===== config.mk =====
export PLATFORM = sky130hd
export DESIGN_NAME = prj_isqrt
export DESIGN_NICKNAME = d
export VERILOG_FILES = /design/src/hdl/prj_pkg.sv /design/src/hdl/prj_isqrt.sv
export SDC_FILE = /design/constraint.sdc
export NUM_CORES = 2
export LEC_CHECK = 0
export BUFFER_PORTS_ARGS = -buffer_cell sky130_fd_sc_hd__buf_4
export CAP_MARGIN = 20
export CORE_MARGIN = 2
export CORE_UTILIZATION = 40
export CTS_CLUSTER_SIZE = 30
export DETAILED_ROUTE_END_ITERATION = 16
export MAX_ROUTING_LAYER = met4
export PLACE_DENSITY_LB_ADDON = 0.2
export REMOVE_ABC_BUFFERS = 1
export SLEW_MARGIN = 20
export SYNTH_ARGS = -nofsm -noshare
export SYNTH_HDL_FRONTEND = slang
export SYNTH_SLANG_ARGS = --single-unit

===== constraint.sdc =====
create_clock -name i_clk -period 4.6 [get_ports i_clk]
set_input_delay 0.92 -clock i_clk [delete_from_list [all_inputs] [get_ports i_clk]]
set_output_delay 0.92 -clock i_clk [all_outputs]
set_load 0.1 [all_outputs]

===== src/hdl/prj_pkg.sv =====
package prj_pkg;

    localparam int WORD_W    = 32;
    localparam int SQ_W      = 2 * WORD_W;
    localparam int ROOT_W    = WORD_W;
    localparam int CFG_IDX_W = 8;

    // fixed pipeline depths of the shared units
    localparam int DTMUL_LAT = 3;
    localparam int ACCEL_LAT = ROOT_W + 6;

    typedef logic signed [WORD_W-1:0] t_s32;
    typedef logic [WORD_W-1:0]        t_u32;
    typedef logic [2:0][WORD_W-1:0]   t_vec3;
    typedef logic [2:0][WORD_W-1:0]   t_mag3;
    typedef logic [2:0][SQ_W-1:0]     t_vec64;

    typedef enum logic [CFG_IDX_W-1:0] {
        CFG_GRAVITY_Z       = 8'd0,
        CFG_DRAG_SCALE      = 8'd1,
        CFG_TIME_STEP       = 8'd2,
        CFG_MAX_FLIGHT_TIME = 8'd3,
        CFG_MAX_RANGE       = 8'd4
    } t_cfg_idx;

    localparam t_u32 GRAVITY_Z_RST       = 32'hFFFC_2C00;
    localparam t_u32 DRAG_SCALE_RST      = 32'd0;
    localparam t_u32 TIME_STEP_RST       = 32'd139810;
    localparam t_u32 MAX_FLIGHT_TIME_RST = 32'd83886080;
    localparam t_u32 MAX_RANGE_RST       = 32'd25600000;

    typedef struct packed {
        t_s32 pos_x;
        t_s32 pos_y;
        t_s32 pos_z;
        t_s32 vel_x;
        t_s32 vel_y;
        t_s32 vel_z;
        t_u32 elapsed_time;
        t_u32 traveled_distance;
    } t_in_item;

    typedef struct packed {
        t_s32 new_pos_x;
        t_s32 new_pos_y;
        t_s32 new_pos_z;
        t_s32 new_vel_x;
        t_s32 new_vel_y;
        t_s32 new_vel_z;
        t_u32 new_elapsed_time;
        t_u32 new_traveled_distance;
        logic expired;
    } t_out_item;

    typedef struct packed {
        t_vec3 pos;
        t_vec3 vel;
        t_u32  elapsed;
        t_u32  trav;
    } t_side_a;

    typedef struct packed {
        t_vec3 pos;
        t_vec3 vel;
        t_vec3 vm;
        t_u32  elapsed;
        t_u32  trav;
    } t_side_b;

    typedef struct packed {
        t_vec3 pos;
        t_vec3 npos;
        t_vec3 nvel;
        t_u32  elapsed;
        t_u32  trav;
    } t_stage_f;

    typedef struct packed {
        t_vec3 npos;
        t_vec3 nvel;
        t_u32  elapsed;
        t_u32  trav;
    } t_hold;

    typedef struct packed {
        t_hold hold;
        logic  ovf;
    } t_side_c;

endpackage


===== src/hdl/prj_isqrt.sv =====
module prj_isqrt #(
    parameter int SIDE_W = 1
) (
    input  logic                      i_clk,
    input  logic                      i_rst_n,
    input  logic                      i_vld,
    input  logic [prj_pkg::SQ_W-1:0]  i_n,
    input  logic [SIDE_W-1:0]         i_side,
    output logic                      o_vld,
    output logic [prj_pkg::ROOT_W-1:0] o_root,
    output logic [SIDE_W-1:0]         o_side
);
    import prj_pkg::*;

    logic              r_vld  [1:ROOT_W];
    logic [SQ_W-1:0]   r_rem  [1:ROOT_W];
    logic [ROOT_W-1:0] r_res  [1:ROOT_W];
    logic [SIDE_W-1:0] r_side [1:ROOT_W];

    // one result bit per stage, most significant first
    for (genvar j = 0; j < ROOT_W; j++) begin : g_stage
        localparam int B = ROOT_W - 1 - j;
        logic              cur_vld;
        logic [SQ_W-1:0]   cur_rem;
        logic [ROOT_W-1:0] cur_res;
        logic [SIDE_W-1:0] cur_side;
        logic [SQ_W-1:0]   trial;
        logic              take;

        if (j == 0) begin : g_first
            assign cur_vld  = i_vld;
            assign cur_rem  = i_n;
            assign cur_res  = '0;
            assign cur_side = i_side;
        end else begin : g_next
            assign cur_vld  = r_vld[j];
            assign cur_rem  = r_rem[j];
            assign cur_res  = r_res[j];
            assign cur_side = r_side[j];
        end

        assign trial = ({{(SQ_W-ROOT_W){1'b0}}, cur_res} << (B + 1))
                     | ({{(SQ_W-1){1'b0}}, 1'b1} << (2 * B));
        assign take  = (cur_rem >= trial);

        always_ff @(posedge i_clk) begin
            if (!i_rst_n) begin
                r_vld[j+1] <= 1'b0;
            end else begin
                r_vld[j+1] <= cur_vld;
            end
        end

        always_ff @(posedge i_clk) begin
            r_rem[j+1]  <= take ? (cur_rem - trial) : cur_rem;
            r_res[j+1]  <= take ? (cur_res | ({{(ROOT_W-1){1'b0}}, 1'b1} << B)) : cur_res;
            r_side[j+1] <= cur_side;
        end
    end

    assign o_vld  = r_vld[ROOT_W];
    assign o_root = r_res[ROOT_W];
    assign o_side = r_side[ROOT_W];

endmodule


==> out/metrics.csv <==
metric,value,unit
Critical Path Sink Type,register,
crit path max fanout,5,
DP Wirelength,194,mm
Chip Width,495,um
# H-tree levels,5,
Critical Path AT,5130,ps
worst clock skew,87.7,ps
"Req. time, crit path",5430,ps
CTS tree,yes,
number of buffers added on ports,101,
Max-Cap Viols,0,
"Top FF cell, synth",dfxtp_1,
Clock Path Buffers,4,
switching pwr,22.2,mW
mapped cell area,0.0963,mm^2
Clock Power Share,0.327,
worst r2r src,r_res[0][876],
Layout area overhead,15.6,%
DRC Markers,0,
setup TNS,0,ps
Tmin final,4300,ps
FF-to-FF End,r_rem[0][1851],
Placer Congestion,0.895,
largest net degree at the start of global routing,65,
most area-hungry cell type in the Yosys netlist,dfxtp_1,
crit path from,r_res[0][876],
WL final,246,mm
Cell variety after synth,93,
worst slew pin tran,1050,ps
Final Max Tran Viols,0,
reg2reg path depth,14,
"Reg clk slew, reported paths",60,ps
unrepaired setup endpoints after global routing,false,
remaining global-route overflow,0,
layout net count,10600,
CP startpoint kind,register,
"Warnings, synthesis",0,
ranking of synthesized cells by area,"dfxtp_1, ha_1, xnor2_1",
Worst Hold Class,input pin to register,
Die Area,0.245,mm^2
number of enable flip-flop cells after synthesis,0,
number of routed nets with antenna violations,0,
Seq pwr share,0.442,
Worst VDD drop,0.432,mV
CP endpoint,r_rem[0][1851],
Syn Inst Count,9605,
Core Rows,180,
1st-pass router iterations,6,
Rel. slew slack,0.291,
via count,68100,
pwr dens,639,mW/mm^2
CTS Buf Count,289,
Final Hold Vio Count,0,
Fmax achieved,232,MHz
initial antenna violation count,7,
Iteration-0 DRC Markers,3480,
"Seq/Total Area, Yosys",0.536,
post_cts resized,0,
share of layout cells above drive strength 1,0.0759,
Comb pwr share,0.232,
Pint,48.9,mW
vias in the first global route,70400,
Via density,5.09,
Pleak,51.0,nW
die span in y,495,um
critical path class,register to register,
CTS Root Cell,clkbuf_16,
all-layer global routing usage,0.205,
switching share of total power,0.312,
run status,finished clean,
starting density of the core,0.401,
Ports,102,
average cell area after synthesis,10.0,um^2
ys async rst share,0,
Num Clock Sinks,2576,
Final setup violation count,0,
fin crit share,0.935,
first-pass GRT wire length,387,mm
R2R setup slack,300,ps
Layout fillers,22400,
clk_lat worst skew,960,ps
synthesized flop and latch total,2576,
Core Region,0.240,mm^2
final core occ,0.464,
post-DR wirelength/cell,18.4,um
Yosys top cell area share,0.536,
-- area by class of cell --
type / instances / area (um^2) / area share
flip-flops and latches: 2576 / 51600 / 0.463
multi-input cells: 6154 / 41500 / 0.373
clock buffers: 396 / 8270 / 0.0742
well taps: 3185 / 3990 / 0.0358
inverters: 704 / 2640 / 0.0237
repair buffers: 241 / 1900 / 0.0171
clock inverters: 103 / 1410 / 0.0126
diodes: 4 / 10.0 / 0.0000899
-- cell usage in the layout (no fill, tap or decap), types with 31 or more instances in the layout --
master     synthesis  layout
o21ai_0          349     349
clkbuf_1         138      54
clkbuf_16          0     298
or4_1             74      74
o21ai_1           68      67
a21o_1           247     246
o21a_1            90      90
o211ai_1          35      35
clkinv_2           0      41
o31ai_1           53      52
and2_1            57      57
o21bai_1          49      49
a21oi_1          631     629
nor3_1           242     242
a211oi_1          51      51
xor2_1           413     413
bufinv_16          0      31
buf_4              0     215
dfxtp_1         2576    2576
xnor2_1          464     464
or3_1            120     120
nor2b_1           73      72
nor4b_1           42      42
a31oi_1           41      41
clkbuf_8           0      44
mux2_1            46      46
nand2b_1         127     127
nor4_1           331     326
nand2_1          583     583
mux2_2            38      38
nand4_1          160     160
nand3_1          129     128
nor2_1           675     675
inv_1            698     698
ha_1             558     558
and3_1            52      52
-- metrics by stage --
step	hold WS, ps	power, mW	area (um^2)	cells	setup WS, ps
after CTS	9.05	71.7	111000	13400	317
final	82.4	71.1	111000	13400	299
after global placement	310	48.1	101000	12800	-76.7
after detailed placement	312	48.2	101000	12800	414
after floorplan	310	42.8	95600	9434	-2080
after global routing	33.2	75.1	111000	13400	59.2
-- power by group through the flow --
stage	clock network, mW	logic (mW)	registers, mW
floorplan	0	12.6	30.3
global placement	0	16.2	31.9
detailed placement	0	16.4	31.9
CTS	23.8	16.5	31.4
global route	24.7	18.4	32.0
finish	23.2	16.5	31.4
-- synthesized netlist by cell type (74+ instances only) --
cell type,count
nor2_1,675
xor2_1,413
nand3_1,129
a21o_1,247
or4_1,74
nand4_1,160
nor4_1,331
o21ai_0,349
ha_1,558
xnor2_1,464
nor3_1,242
o21a_1,90
nand2_1,583
or3_1,120
dfxtp_1,2576
inv_1,698
nand2b_1,127
a21oi_1,631
clkbuf_1,138
-- worst min path at each step --
stage	from	to	slack, ps	depth (start not counted)
3_5_place_dp	r_side[0][26]	r_side[0][27]	310	0
2_1_floorplan	r_side[0][9]	r_side[0][10]	310	0
3_3_place_gp	r_side[0][25]	r_side[0][26]	310	0
6_report	i_n[32]	r_rem[0][96]	80	1
4_1_cts	i_n[33]	r_rem[0][97]	9	1
5_1_grt	i_n[9]	r_rem[0][73]	30	1
-- state kept, by name (all words and copies together) (netlist names) --
| name | cells |
|---|---|
| r_vld | 32 |
| r_rem | 1984 |
| r_side | 32 |
| r_res | 528 |
-- worst max-delay path: stages, from the launching register on --
cell,delay [ps]
dfxtp_1,370
inv_1,60
ha_1,360
nand4_1,400
a211oi_1,310
o211ai_1,380
a211oi_1,350
buf_4,160
o21ai_0,180
o211ai_1,500
buf_4,220
nand4_1,110
or3_1,400
nor3_1,250
xor2_1,160
-- cell families (layout without fill, tap and decap cells) --
family,Yosys count,after routing,share of synthesized area
simple gates,2814,2814,0.150
fa+ha+maj,558,558,0.0725
other cells,0,4,0
xor+xnor,877,877,0.0798
compound gates,1815,1815,0.117
flops,2576,2576,0.536
buf+inv,875,1444,0.0343
mux,90,90,0.0104
-- repair_timing --
| item | CTS | global route |
|---|---|---|
| setup buffers | 0 | 0 |
| endpoints found under the hold margin | 22 | 0 |
| hold buffers | 22 | 0 |
-- layer usage --
| metal | track usage | wire length (um) | share of wire |
|---|---|---|---|
| met5 | - | 0 | 0 |
| met4 | 0.0787 | 9700 | 0.039 |
| met3 | 0.0313 | 9230 | 0.037 |
| met2 | 0.372 | 126000 | 0.51 |
| met1 | 0.223 | 101000 | 0.41 |
Note: power is estimated with default switching activity, not from simulation.
